**config.mk**
```make
export PLATFORM = sky130hd
export DESIGN_NAME = tmtf_div
export DESIGN_NICKNAME = d
export VERILOG_FILES = /design/src/rtl/core/tmtf_pkg.sv /design/src/rtl/core/tmtf_div.sv
export SDC_FILE = /design/constraint.sdc
export NUM_CORES = 1
export LEC_CHECK = 0
export ABC_AREA = 0
export BUFFER_PORTS_ARGS = -buffer_cell sky130_fd_sc_hd__buf_2
export CORE_UTILIZATION = 34
export DETAILED_ROUTE_END_ITERATION = 7
export SETUP_SLACK_MARGIN = 0.1
export SLEW_MARGIN = 40
export SYNTH_ARGS = -nofsm -noshare
export SYNTH_HDL_FRONTEND = slang
export SYNTH_SLANG_ARGS = --single-unit
export TNS_END_PERCENT = 100
```
**constraint.sdc**
```tcl
create_clock -name clock -period 2.2 [get_ports clock]
set_input_delay 0.33 -clock clock [delete_from_list [all_inputs] [get_ports clock]]
set_output_delay 0.33 -clock clock [all_outputs]
set_load 0.1 [all_outputs]
```
**src/rtl/core/tmtf_pkg.sv**
```systemverilog
`timescale 1ns / 1ps
package tmtf_pkg;

   // field widths of the channels and the register port
   localparam int OPCODE_W   = 2;
   localparam int GRID_W     = 7;
   localparam int VALUE_W    = 11;
   localparam int SLOT_IN_W  = 4;
   localparam int SCREEN_W   = 14;
   localparam int FRAME_W    = 10;
   localparam int CSR_IDX_W  = 3;
   localparam int CSR_DATA_W = 16;
   localparam int SIZE_W     = 7;
   localparam int FINE_W     = 6;
   localparam int ALPHA_W    = 8;

   // shared serial divider
   localparam int DIV_W     = 16;
   localparam int DIV_CNT_W = 4;

   localparam logic [SIZE_W-1:0]  TILE_MAX     = 7'd64;
   localparam logic [ALPHA_W-1:0] ALPHA_OPAQUE = 8'd255;

   typedef enum logic [OPCODE_W-1:0] {
      OP_WRITE = 2'd0,
      OP_READ  = 2'd1,
      OP_ANIM  = 2'd2,
      OP_FETCH = 2'd3
   } opcode_type;

   typedef enum logic [CSR_IDX_W-1:0] {
      CFG_SCROLL_X    = 3'd0,
      CFG_SCROLL_Y    = 3'd1,
      CFG_TILE_WIDTH  = 3'd2,
      CFG_TILE_HEIGHT = 3'd3,
      CFG_MAP_WIDTH   = 3'd4,
      CFG_MAP_HEIGHT  = 3'd5,
      CFG_EMPTY_ZERO  = 3'd6,
      CFG_ALPHA       = 3'd7
   } cfg_index_type;

   typedef enum logic [3:0] {
      ST_CLEAR,
      ST_IDLE,
      ST_DIV_ISSUE,
      ST_DIV_WAIT,
      ST_ADDR,
      ST_ACCESS,
      ST_RWAIT,
      ST_FINISH,
      ST_OUT
   } seq_state_type;

   typedef enum logic [2:0] {
      DS_WRAP_X,
      DS_TILE_X,
      DS_CELL_X,
      DS_WRAP_Y,
      DS_TILE_Y,
      DS_CELL_Y
   } div_step_type;

   typedef struct packed {
      logic             start;
      logic [DIV_W-1:0] dividend;
      logic [DIV_W-1:0] divisor;
   } div_req_type;

   typedef struct packed {
      logic             done;
      logic [DIV_W-1:0] quot;
      logic [DIV_W-1:0] rem;
   } div_rsp_type;

endpackage

```
**src/rtl/core/tmtf_div.sv**
```systemverilog
`timescale 1ns / 1ps
module tmtf_div (
   input  logic                  clock,
   input  logic                  reset,
   input  tmtf_pkg::div_req_type req,
   output tmtf_pkg::div_rsp_type rsp
);
   import tmtf_pkg::*;

   logic [DIV_W-1:0]     rem_ff;
   logic [DIV_W-1:0]     quo_ff;
   logic [DIV_W-1:0]     dvsr_ff;
   logic [DIV_CNT_W-1:0] cnt_ff;
   logic                 busy_ff;
   logic                 done_ff;
   logic [DIV_W:0]       shifted;
   logic [DIV_W:0]       diff;
   logic                 ge;

   // one restoring step: bring down the next dividend bit, subtract if it fits
   always_comb begin
      shifted = {rem_ff, quo_ff[DIV_W-1]};
      diff    = shifted - {1'b0, dvsr_ff};
      ge      = (shifted >= {1'b0, dvsr_ff});
   end

   always_ff @(posedge clock) begin
      if (reset) begin
         busy_ff <= 1'b0;
         done_ff <= 1'b0;
         cnt_ff  <= '0;
      end else begin
         done_ff <= 1'b0;
         if (req.start) begin
            busy_ff <= 1'b1;
            cnt_ff  <= '0;
         end else if (busy_ff) begin
            cnt_ff <= cnt_ff + 1'b1;
            if (cnt_ff == DIV_CNT_W'(DIV_W - 1)) begin
               busy_ff <= 1'b0;
               done_ff <= 1'b1;
            end
         end
      end
   end

   always_ff @(posedge clock) begin
      if (req.start) begin
         rem_ff  <= '0;
         quo_ff  <= req.dividend;
         dvsr_ff <= req.divisor;
      end else if (busy_ff) begin
         rem_ff <= ge ? diff[DIV_W-1:0] : shifted[DIV_W-1:0];
         quo_ff <= {quo_ff[DIV_W-2:0], ge};
      end
   end

   assign rsp.done = done_ff;
   assign rsp.quot = quo_ff;
   assign rsp.rem  = rem_ff;

endmodule

```
Word level (Yosys, flattened, before mapping) --
Index checks and enable logic that the tools add are counted.
Cells by class: reduce and logical (&&, ||, !) cells 3, multipliers 0, shift operators 0, bitwise gates (word level) 1, order comparisons 1, add/sub/neg operators 2, equality and inequality tests 1, muxes and demuxes 7, div/mod/pow operators 0
Operator list (number):
- 2-to-1 mux 16 bit | 3
- >= comparator 17 x 16 -> 1 bit | 1
- subtractor 16 bit | 1
- adder 4 x 1 -> 4 bit, second input constant | 1
- == test 4 bit, second input constant | 1
- 2-to-1 mux 1 bit | 4
- OR reduction 3 bit | 1
- nonzero test 2 bit | 1
- OR reduction 2 bit | 1
- inverter 1 bit | 1
Storage, ports and cells: bits in writable memories 0, output and inout port bits 33, latch bits 0, register bits 54, input port bits 35, memories kept 0, memory bits (read-only) 0

Logic depth before layout (Yosys ltp) --
depth in word-level cells 4, mapped depth 10

Least setup slack after synthesis --
OpenSTA, ideal clock, no wires.
path type reg-to-reg, start register rem_ff[8], end register rem_ff[14], cell stages (with the launch flop) 10, slack -844 ps, required time 2078 ps, data arrival time 2922 ps, period minus slack after synthesis 3044 ps, path through dfxtp_1 -> ha_1 -> buf_2 -> nand4_1 -> or4_1 -> and4_4 -> a31oi_4 -> buf_6 -> nor3_1 -> a311o_1
On the way: cells in the longest elaborated chain, start to end 2, elaborated cells between the ends (all ways) 3, those cells by class 1 x add/sub; 1 x order compare; 1 x mux
RTL lines:
- from (decl) | RTL line tmtf_div.sv:10 | logic [DIV_W-1:0] rem_ff;
- from (signal assigned) | RTL line tmtf_div.sv:53 | rem_ff <= ge ? diff[DIV_W-1:0] : shifted[DIV_W-1:0];
- subtractor 16 bit or >= comparator 17 x 16 -> 1 bit (tied branches) | RTL line tmtf_div.sv:23, tmtf_div.sv:24
- 2-to-1 mux 16 bit * | RTL line tmtf_div.sv:53
Every way passes the cells marked *; elsewhere a longest branch is shown, timed or not. A chain may end at the register's enable or synchronous reset.

Final worst setup path --
start register dvsr_ff[11], end register rem_ff[14]
On the way: cells in the longest elaborated chain, start to end 2, elaborated cells between the ends (all ways) 3, those cells by class 1 x add/sub; 1 x order compare; 1 x mux
RTL lines:
- from (decl) | RTL line tmtf_div.sv:12 | logic [DIV_W-1:0] dvsr_ff;
- from (signal assigned) | RTL line tmtf_div.sv:51 | dvsr_ff <= req.divisor;
- subtractor 16 bit or >= comparator 17 x 16 -> 1 bit (tied branches) | RTL line tmtf_div.sv:23, tmtf_div.sv:24
- 2-to-1 mux 16 bit * | RTL line tmtf_div.sv:53
Marks and branches as above.

==> flow_summary.toml <==
[sta]
maxSlewViolCount = 0
hold_viol = 0
fmax_ghz = 0.4167
setup_slack_ns = -0.1997
rsz0062_at_grt = "true"
fin_worst_skew_ns = 0.009456
fin_crit_sh_pct = 109.1
maxSlewHeadroom_pct = 66.84
min_period_ns = 2.400
fin_hold_ws_ns = 0.1852
tightest_slew_ns = 0.5008
setup_viol_count_final = 16

[finish]
seq_area_um2 = 1421
nets = 481
n_fill_cell = 821
n_antenna_cell = 0
layout-drive-gt1-share_pct = 45.69
synthToLayoutAreaGrowth_pct = 38.28
instances_no_fill = 537
multi_input_area_um2 = 1742

[placed_design]
preCtsSetupSlack_ns = -0.2424
dp.cells = 521
dp_hpwl_um = 5726
gp_congestion = 0.8717
io_buffers = 67

[grt]
grt_max_degree = 33
track_usage_pct = 16.41
antenna_found_initial = 0
grt_pass1_wl_um = 12600
overflow = 0
grt_pass1_vias = 2671

[power_and_ir_drop]
p_leak_nw = 1.859
peakVddDrop_mv = 0.3360
total_power_mw = 3.197
power.density_nw_per_um2 = 737.7

[synth]
synth-seq-cells = 54
syn-instance-count = 312
syn_area_per_cell_um2 = 10.05
ys.flop_type = "edfxtp_1"
seq_area_frac_synth_pct = 44.71
synth_edf_count = 32
synth_fp_nets = 365
yosys.area.top_type_share_pct = 30.66
ys_types = 56
yosys-top-cells-count = "edfxtp_1, nor2_1, inv_1, dfxtp_1, a21oi_1"
async_flop_share_pct = 0
synth.largest_area_cell = "edfxtp_1"
ys_warn_count = 0
synth_area_um2 = 3134
ys_top_cells_by_area = "edfxtp_1, dfxtp_1, ha_1"

[worst_hold_path]
hold_path.class = "primary input to flop"

[routing]
avgViaCountPerCell = 5.121
wl_um = 7883
wl_per_cell_um = 14.68
antenna_left = 0
dr.pass1.iters = 7
num_vias = 2750
drtIter0Drc = 148
drc = 2

[clock_network]
clkLatencyLatePin_ns = 0.31
cts-buffers-inserted = 5
h-tree-depth = 2
clk_root_buffer_cell = "clkbuf_8"
clkSinkCount = 54
tritoncts = "yes"
cts_hold_buf = 0
clk_pin_slew_ns = 0.11
clockBufferDepth = 2

[setup_path]
startpoint = "dvsr_ff[11]"
crit_end = "rem_ff[14]"
cp-start-kind = "flop"
cp_data_required_time_ns = 2.40
endpoint_kind = "flop"
reg2reg_from = "dvsr_ff[11]"
r2r_cells = 11
arrival_ns = 2.60
path_max_fanout = 4
r2r_setup_slack_ns = -0.20
critical_path_class = "flop to flop"
r2r-end = "rem_ff[14]"

[floorplan]
die_area_um2 = 9606
dieHeight_um = 98.01
start_util_pct = 35.59
coreArea_um2 = 8806
row_count = 34
ios = 68
die_x_um = 98.01

[flow_run]
drv_cap = 0

[run_status]
violations = "DRC, setup timing"
status = "complete, but fails checks"
==> metrics by stage <==
| step | util [%] | cell area (um^2) | TNS, ns |
|---|---|---|---|
| floorplan | - | 3199 | -7.924 |
| global placement | 45.01 | 3964 | -2.102 |
| detailed placement | 45.01 | 3964 | -2.534 |
| CTS | 48.62 | 4282 | -2.162 |
| global route | 49.22 | 4334 | -4.078 |
| finish | 49.22 | 4334 | -2.501 |
==> timing repair <==
action,CTS,global route
gates cloned,1,0
endpoints found under the setup margin,16,17
setup buffers,6,1
pin swaps,4,11
gates resized for setup,22,10
==> per-layer routing <==
layer  up-vias  part of all wire [%]  track usage (%)
met1      1307                    47            21.44
met5         -                     0                0
li1       1375                     -                -
met2        58                    48            28.06
met3        10                   3.5            2.935
met4         0                   1.5            3.963
==> power by group <==
part,switching (mW),internal (mW)
Clock,0.356,0.341
Sequential,0.0460,1.17
Combinational,0.821,0.467
Total,1.22,1.97
==> layout by cell type, fill, tap and decap left out, drive strengths merged, types with 10 or more instances in the layout <==
cell type	instances
edfxtp	32
o21ai	13
mux2	17
inv	24
buf	126
nand2	13
nor2	32
nand2b	10
a21oi	20
ha	17
dfxtp	22
==> area by class of cell <==
class                      count  area share, %
timing repair buffer         126          19.26
clock buffer                   5          1.588
clock inverter                 3         0.9815
inverter                      24          2.079
multi-input combinational    217          40.18
sequential                    54          32.79
tap                          108          3.118
==> state kept, by name (all words and copies together), names as in the netlist <==
signal	cells
done_ff	1
cnt_ff	4
busy_ff	1
quo_ff	16
dvsr_ff	16
rem_ff	16
==> logic make-up after synthesis <==
family,after synthesis,synth area share (%)
AND/OR/NAND/NOR,88,14.09
AO/OA/AOI/OAI,77,17.05
flip-flops,54,44.71
buffers and inverters,41,5.589
multiplexers,24,8.343
adder cells (fa/ha/maj),18,7.425
XOR/XNOR,10,2.794
==> how the worst min path moves through the flow <==
stage,startpoint,endpoint,slack (ns),cells after the start
global route,req[13],dvsr_ff[13],0.17,1
floorplan,reset,busy_ff,0.40,1
detailed placement,cnt_ff[2],done_ff,0.49,2
CTS,req[5],dvsr_ff[5],0.17,1
finish,req[0],dvsr_ff[0],0.19,1
global placement,cnt_ff[2],done_ff,0.48,2
==> critical path: stages, from the launching register on <==
cell and delay [ns]:
edfxtp_1 0.40, inv_2 0.08, ha_4 0.21, buf_4 0.14
o21a_1 0.19, a21oi_2 0.19, and4_4 0.26, a31oi_4 0.10
buf_12 0.16, buf_6 0.12, buf_4 0.13, a311o_1 0.30
(Power assumes the default switching activity.)
