$ cat src/rtl/core/tmtf_pkg.sv
`timescale 1ns / 1ps
package tmtf_pkg;

   // field widths of the channels and the register port
   localparam int OPCODE_W   = 2;
   localparam int GRID_W     = 7;
   localparam int VALUE_W    = 11;
   localparam int SLOT_IN_W  = 4;
   localparam int SCREEN_W   = 14;
   localparam int FRAME_W    = 10;
   localparam int CSR_IDX_W  = 3;
   localparam int CSR_DATA_W = 16;
   localparam int SIZE_W     = 7;
   localparam int FINE_W     = 6;
   localparam int ALPHA_W    = 8;

   // shared serial divider
   localparam int DIV_W     = 16;
   localparam int DIV_CNT_W = 4;

   localparam logic [SIZE_W-1:0]  TILE_MAX     = 7'd64;
   localparam logic [ALPHA_W-1:0] ALPHA_OPAQUE = 8'd255;

   typedef enum logic [OPCODE_W-1:0] {
      OP_WRITE = 2'd0,
      OP_READ  = 2'd1,
      OP_ANIM  = 2'd2,
      OP_FETCH = 2'd3
   } opcode_type;

   typedef enum logic [CSR_IDX_W-1:0] {
      CFG_SCROLL_X    = 3'd0,
      CFG_SCROLL_Y    = 3'd1,
      CFG_TILE_WIDTH  = 3'd2,
      CFG_TILE_HEIGHT = 3'd3,
      CFG_MAP_WIDTH   = 3'd4,
      CFG_MAP_HEIGHT  = 3'd5,
      CFG_EMPTY_ZERO  = 3'd6,
      CFG_ALPHA       = 3'd7
   } cfg_index_type;

   typedef enum logic [3:0] {
      ST_CLEAR,
      ST_IDLE,
      ST_DIV_ISSUE,
      ST_DIV_WAIT,
      ST_ADDR,
      ST_ACCESS,
      ST_RWAIT,
      ST_FINISH,
      ST_OUT
   } seq_state_type;

   typedef enum logic [2:0] {
      DS_WRAP_X,
      DS_TILE_X,
      DS_CELL_X,
      DS_WRAP_Y,
      DS_TILE_Y,
      DS_CELL_Y
   } div_step_type;

   typedef struct packed {
      logic             start;
      logic [DIV_W-1:0] dividend;
      logic [DIV_W-1:0] divisor;
   } div_req_type;

   typedef struct packed {
      logic             done;
      logic [DIV_W-1:0] quot;
      logic [DIV_W-1:0] rem;
   } div_rsp_type;

endpackage

$ cat src/rtl/core/tmtf_anim_table.sv
`timescale 1ns / 1ps
module tmtf_anim_table #(
   parameter int SLOTS = 16,
   parameter int SW    = 4
) (
   input  logic                          clock,
   input  logic                          reset,
   input  logic                          wr_en,
   input  logic [SW-1:0]                 wr_addr,
   input  logic [tmtf_pkg::FRAME_W-1:0]  wr_data,
   input  logic [SW-1:0]                 rd_addr,
   output logic [tmtf_pkg::FRAME_W-1:0]  rd_data
);
   import tmtf_pkg::*;

   logic [FRAME_W-1:0] mem [SLOTS];
   logic [SLOTS-1:0]   valid_ff;
   logic [FRAME_W-1:0] rd_data_ff;
   logic               rd_valid_ff;

   // a slot never written reads as frame zero
   always_ff @(posedge clock) begin
      if (reset) begin
         valid_ff <= '0;
      end else if (wr_en) begin
         valid_ff[wr_addr] <= 1'b1;
      end
   end

   always_ff @(posedge clock) begin
      if (wr_en) begin
         mem[wr_addr] <= wr_data;
      end
   end

   always_ff @(posedge clock) begin
      rd_data_ff <= mem[rd_addr];
      if (reset) begin
         rd_valid_ff <= 1'b0;
      end else begin
         rd_valid_ff <= valid_ff[rd_addr];
      end
   end

   assign rd_data = rd_valid_ff ? rd_data_ff : '0;

endmodule

$ cat config.mk
export PLATFORM = sky130hd
export DESIGN_NAME = tmtf_anim_table
export DESIGN_NICKNAME = d
export VERILOG_FILES = /design/src/rtl/core/tmtf_pkg.sv /design/src/rtl/core/tmtf_anim_table.sv
export SDC_FILE = /design/constraint.sdc
export NUM_CORES = 1
export LEC_CHECK = 0
export ABC_AREA = 1
export BUFFER_PORTS_ARGS = -buffer_cell sky130_fd_sc_hd__buf_2
export CAP_MARGIN = 10
export CORE_MARGIN = 3
export CORE_UTILIZATION = 60
export CTS_CLUSTER_DIAMETER = 50
export DETAILED_ROUTE_END_ITERATION = 10
export PLACE_DENSITY = 0.77
export SLEW_MARGIN = 5
export SYNTH_ARGS = -nofsm -noshare
export SYNTH_HDL_FRONTEND = slang
export SYNTH_SLANG_ARGS = --single-unit
$ cat constraint.sdc
create_clock -name clock -period 4.89 [get_ports clock]
set_input_delay 1.467 -clock clock [delete_from_list [all_inputs] [get_ports clock]]
set_output_delay 1.467 -clock clock [all_outputs]
set_load 0.02 [all_outputs]
---- Word-level counts from Yosys, hierarchy flattened ----
Memory sizes are Yosys's and may differ from the RTL's. A register that Yosys moved wholly into a read port is not among the register bits.
Cells that the tools add are included.
storage, ports and cells
  register bits after elaboration ......... 17
  latch bits .............................. 0
  bits in writable memories ............... 160
  ROM bits ................................ 0
  output and inout bits ................... 10
  word-level logic and storage cells ...... 15
  memories ................................ 1
memory list
  memory  depth  bits a word  rd ports  clocked after Yosys merged registers in  write ports  RTL line               RTL
  mem     16     10           1         1                                        1            tmtf_anim_table.sv:16  logic [FRAME_W-1:0] mem [SLOTS];
cells by class
  $add $sub $neg .......................... 0
  $mul .................................... 0
  div/mod/pow operators ................... 0
  $lt $le $gt $ge ......................... 3
  equal/unequal tests ..................... 0
  shift operators ......................... 0
  multiplexer cells ....................... 7
  bitwise operators ....................... 1
  reduce and logical (&&, ||, !) cells .... 1
operators with widths
  operator                                                                number
  16-bit OR                                                               1
  4-bit by 5-bit < comparator with 1-bit output (second input constant)   2
  10-bit two-way mux                                                      1
  1-bit binary-select mux with 4-bit select                               1
  1-bit demux with 4-bit select                                           1
  4-bit by 1-bit >= comparator with 1-bit output (second input constant)  1
  1-bit two-way mux                                                       4
  1-bit logical AND                                                       1

---- Depth between registers and ports, before layout ----
Gate-level depths: netlist (run 1).
  depth after elaboration ................. 5
  depth in mapped cells ................... 9
  depth with buffers taken out ............ 7

---- Least setup slack after synthesis (run 1) ----
Ideal clock, no wire load.
  path type ............................... input-to-reg
  start ................................... input wr_en
  end ..................................... memory mem[10][0] (enable)
  arrival ................................. 2.320 ns
  data required time ...................... 4.512 ns
  slack ................................... 2.192 ns
  cell stages on the path ................. 4
  path buffers ............................ 0
  cells stage by stage .................... inv_1 nor3_1 inv_1 nor2_1
between the ends
  longest elaborated chain between the ends .. 2
ends and longest elaborated chain
  element                                  RTL line               RTL
  from (decl)                              tmtf_anim_table.sv:8   input logic wr_en,
  1-bit two-way mux                        tmtf_anim_table.sv:31  if (wr_en) begin
  1-bit two-way mux (implied by the code)  tmtf_anim_table.sv:32  mem[wr_addr] <= wr_data;
  to (decl)                                tmtf_anim_table.sv:16
No other way between the ends.

==> results of run 1 <==
per-stage QoR:
stage / setup slack [ps] / utilization, %
global route: 1710 / 69.7
detailed placement: 1530 / 64.6
CTS: 1960 / 69.4
global placement: 1580 / 64.6
finish: 1910 / 69.7
floorplan: 2190 / -
where the power goes:
part           internal, W  switching, W
Combinational    0.0000508      0.000139
Sequential         0.00177     0.0000124
Clock             0.000777      0.000545
registers in the layout, indices dropped and copies added (netlist names):
signal       flops
valid_ff        16
mem            160
rd_valid_ff      1
rd_data_ff      10
how the worst max path moves through the flow:
| stage | from | endpoint | slack (ps) | depth (start not counted) |
|---|---|---|---|---|
| 2_1_floorplan | wr_en | mem[10][0] | 2190 | 4 |
| 3_3_place_gp | rd_addr[2] | rd_data_ff[3] | 1580 | 5 |
| 3_5_place_dp | rd_addr[0] | rd_data_ff[9] | 1530 | 6 |
| 4_1_cts | rd_addr[0] | rd_data_ff[9] | 1960 | 6 |
| 5_1_grt | rd_addr[0] | rd_data_ff[9] | 1710 | 6 |
| 6_report | rd_addr[0] | rd_data_ff[7] | 1910 | 7 |
placed cells by master, fill, tap and decap left out, drive strengths merged:
cell / n
bufinv: 2
a21oi: 24
nand3: 32
inv: 57
edfxtp: 160
nand2: 42
clkinv: 3
nor3: 2
nor2: 124
o211ai: 40
clkinvlp: 3
dfxtp: 27
clkbuf: 24
o21ai: 82
buf: 39
routing by layer:
| layer | track usage, % | vias up |
|---|---|---|
| met5 | 0 | - |
| li1 | - | 2232 |
| met1 | 34.7 | 2367 |
| met4 | 9.56 | 0 |
| met3 | 6.12 | 38 |
| met2 | 39.8 | 264 |
logic make-up (layout without fill, tap and decap cells):
logic type      Yosys count  after routing  share of synthesized area, %
compound gates          146            146                          11.2
flops                   187            187                          72.2
buf+inv                  94            128                          5.81
simple gates            200            200                          10.8
cell type report:
class,count,share of cell area (%)
clock inverter,8,1.18
tap,143,2.19
sequential,187,65.5
clock buffer,24,5.78
timing repair buffer,39,2.80
multi-input combinational,346,20.0
inverter,57,2.62
critical path: stages:
cell	delay, ps
buf_2	450
buf_4	680
a21oi_1	140
o21ai_0	110
o211ai_1	120
nand3_1	170
nand2_1	70
==> results.yml, run 1 <==
critical_path:
  cp-start-kind: "input port"
  endpoint_kind: "flip-flop"
  rr_worst_depth: 6
  reg2reg_slack_ps: 3680
  cp.arrival_ps: 3290
  timing.rr.end: "rd_data_ff[3]"
  worstPathRequired_ps: 5200
  r2r_start: "mem[2][3]"
  critical_path_class: "input port to flip-flop"
  cp_max_fo: 78
route:
  drt-met1-wl_um: 6640
  drt_first_pass_iters: 5
  wirelength_um: 16400
  vias: 4901
  drtIter0Drc: 640
  antenna_left: 0
  wire_per_inst_um: 20.3
  highest_layer: "met4"
  route.met3.wl_um: 1440
  wl_met2_um: 7910
  drc_errors: 0
  post_drt_via_cell_ratio: 6.10
layout:
  drive_above_1_share_pct: 10.4
  areaGrowthSynthToFinish_pct: 10.3
  stdcell_area_um2: 8160
  num-fill-cells: 818
  regArea_um2: 5350
  final_nets: 669
  multi_input_area_um2: 1630
  antenna_cells: 0
  layout.cells.non_filler: 804
clocking:
  clk_pin_slew_ps: 60
  insertion_delay_ps: 420
  clock-sinks: 187
  clock-root-buffer: "clkbuf_16"
  ctsHoldBuffers: 0
  cts_tree: "yes"
  cts_max_level: 4
  clockBufferDepth: 2
  post_cts_buffers: 0
  cts_buffers: 17
  cts_resized: 0
sta:
  period_share_pct: 60.9
  fin_setup_tns_ps: 0
  rsz0062_at_grt: "false"
  fin_skew_ps: 8.06
  final.min_clock_period_ps: 2980
  worstMarginPinSlew_ps: 1220
  final_hold_viol_count: 0
  hold_slack_ps: 458
  drv_slew: 0
  timing.fmax_ghz: 0.336
  slew_headroom_pct: 18.1
  final-setup-viol-count: 0
placement:
  dp_cells: 769
  place_congestion: 0.836
  placed_cell_area_um2: 7560
  dp_hpwl_um: 9420
  io_buffers: 30
synth:
  synth_area_per_cell_um2: 11.8
  yosys_warnings: 0
  synth_ff_type: "edfxtp_1"
  synth_top_area_share_pct: 64.9
  ys_ff_latch: 187
  synth-seq-area-share_pct: 72.2
  synth_area_leader_cell: "edfxtp_1"
  ys_types: 19
  synthMostInstantiatedCell: "edfxtp_1"
  netlist_area_um2: 7400
  ys_top_cells_by_area: "edfxtp_1 65%, dfxtp_1 7.3%, nor2_1 6.3%"
  async_flop_share_pct: 0
  synthTopCellsByCount: "160 x edfxtp_1, 124 x nor2_1, 75 x o21ai_0, 55 x inv_1, 41 x nand2_1"
  synth_nets: 648
  syn_inst: 627
  synth_edf_count: 160
worst_hold_path:
  min_path_cells: 2
  hp-class: "flip-flop to flip-flop"
  min_to: "valid_ff[8]"
  min-delay-start: "valid_ff[8]"
floorplan:
  die_h_um: 117
  ios: 31
  start_util_pct: 63.2
  core_area_um2: 11700
  dieArea_um2: 13700
  rows: 39
  die_w_um: 117
power:
  p_total_w: 0.00329
  peakVddDrop_uv: 383
  power_density_nw_per_um2: 404
  p_leak_nw: 2.94
job:
  drv_cap: 0
global_route:
  antenna_found_initial: 0
  grt_use_total_pct: 25.3
  grt_pass1_wl_um: 24900
  grt_pass1_vias: 4615
  grt-ovfl-total: 0
  grt_start_max_net_pins: 79
run_status:
  status: "finished, final reports clean"
(Power assumes the default switching activity.)
==> run 2, diff against run 1 <==
==> constraint.sdc (replaced) <==
create_clock -name clock -period 3 [get_ports clock]
set_input_delay 0.9 -clock clock [delete_from_list [all_inputs] [get_ports clock]]
set_output_delay 0.9 -clock clock [all_outputs]
set_load 0.02 [all_outputs]
==> run 2 against run 1 <==
Via count grew 1.8%. Power grew 61%. Register-to-register slack lost 1800 ps. Clock power grew 57%. Core utilization grew 0.94 points. Die area is the same. Routed wire length grew 1.5%. Final cell count grew 1.6%. Sequential share of layout area shrank 0.87 points. Critical path depth shrank 4. Sequential power grew 63%.
==> results.yml, run 2 (same netlist as run 1, synthesis figures left out) <==
run_status:
  status: "finished, final reports clean"
job:
  drv_cap: 0
sta:
  worstMarginPinSlew_ps: 540
  final_hold_viol_count: 0
  slew_headroom_pct: 64.0
  fin_setup_tns_ps: 0
  drv_slew: 0
  rsz0062_at_grt: "false"
  final.min_clock_period_ps: 2260
  fin_skew_ps: 6.94
  timing.fmax_ghz: 0.442
  period_share_pct: 75.5
  hold_slack_ps: 463
  final-setup-viol-count: 0
clocking:
  post_cts_buffers: 0
  clock-root-buffer: "clkbuf_16"
  ctsHoldBuffers: 0
  clk_pin_slew_ps: 70
  cts_resized: 0
  clockBufferDepth: 2
  cts_tree: "yes"
  clock-sinks: 187
  cts_max_level: 4
  insertion_delay_ps: 430
  cts_buffers: 17
floorplan:
  die_w_um: 117
  start_util_pct: 63.2
  dieArea_um2: 13700
  ios: 31
  die_h_um: 117
  core_area_um2: 11700
  rows: 39
layout:
  areaGrowthSynthToFinish_pct: 11.8
  antenna_cells: 0
  final_cell_mix: "160 x edfxtp_1, 124 x nor2_1, 75 x o21ai_0, 55 x inv_1, 41 x nand2_1"
  num-fill-cells: 814
  final_common_cell: "edfxtp_1"
  largest_reg_flops: 160
  final_nets: 682
  stdcell_area_um2: 8270
  reg_top3: "mem x160, valid_ff x16, rd_data_ff x10"
  top_register: "mem"
  drive_above_1_share_pct: 12.9
worst_hold_path:
  min-delay-start: "valid_ff[3]"
  min_path_cells: 2
  hp-class: "flip-flop to flip-flop"
route:
  drt_first_pass_iters: 6
  drtIter0Drc: 536
  antenna_left: 0
  vias: 4991
  drc_errors: 0
  wire_per_inst_um: 20.3
  post_drt_via_cell_ratio: 6.11
  wirelength_um: 16600
power:
  p_total_w: 0.00530
  peakVddDrop_uv: 604
  p_leak_nw: 3.04
  power_density_nw_per_um2: 641
critical_path:
  endpoint_kind: "output pin"
  worstPathRequired_ps: 2100
  critical_path_class: "flip-flop to output pin"
  rr_worst_depth: 6
  cp-start-kind: "flip-flop"
  r2r_start: "mem[1][1]"
  cp_max_fo: 10
  startpoint: "rd_valid_ff"
  cp.arrival_ps: 1360
placement:
  dp_hpwl_um: 9890
  io_buffers: 30
  place_congestion: 0.877
  placed_cell_area_um2: 7720
global_route:
  grt_pass1_vias: 4791
  grt_pass1_wl_um: 25200
  antenna_found_initial: 0
  grt_start_max_net_pins: 91
  grt-ovfl-total: 0
  grt_use_total_pct: 25.4
==> run 2: layer usage <==
| layer | part of all wire (%) | wire length (um) | vias up | global-route usage, % |
|---|---|---|---|---|
| met3 | 9.0 | 1500 | 43 | 6.53 |
| met1 | 39 | 6500 | 2397 | 33.9 |
| li1 | - | - | 2259 | - |
| met2 | 49 | 8130 | 292 | 39.9 |
| met4 | 2.9 | 476 | 0 | 11.4 |
| met5 | 0 | 0 | - | 0 |
==> run 2: where the power goes <==
part | internal, W | switching, W
Combinational | 0.0000937 | 0.000230
Sequential | 0.00288 | 0.0000250
Clock | 0.00113 | 0.000937
Total | 0.00411 | 0.00119
==> run 2: stage by stage <==
step                      instances  util, %  worst slack [ps]
after floorplan                 627        -               869
after global placement          785     65.9               798
final                           817     70.7               736
after global routing            817     70.7               624
after detailed placement        785     65.9               703
after CTS                       817     70.7               701
==> run 2: layout make-up <==
class | instances | area, um2 | share of cell area, %
Inverter | 57 | 214 | 2.59
Sequential cell | 187 | 5350 | 64.6
Clock inverter | 13 | 92.6 | 1.12
Timing Repair Buffer | 52 | 353 | 4.26
Clock buffer | 19 | 464 | 5.61
Multi-Input combinational cell | 346 | 1630 | 19.7
Tap cell | 143 | 179 | 2.16
==> run 2: path summary, 6_finish.rpt <==
| kind | end | slack (ps) |
|---|---|---|
| worst min-delay path | valid_ff[3] | 460 |
| worst max register to register | rd_data_ff[1] | 1840 |
| worst max-delay path | rd_data[8] | 740 |
| worst min register to register | valid_ff[3] | 460 |
==> run 2: critical path, stage by stage, from the launching register on <==
cell	delay, ps
dfxtp_1	540
nand2_1	160
inv_1	80
buf_2	150
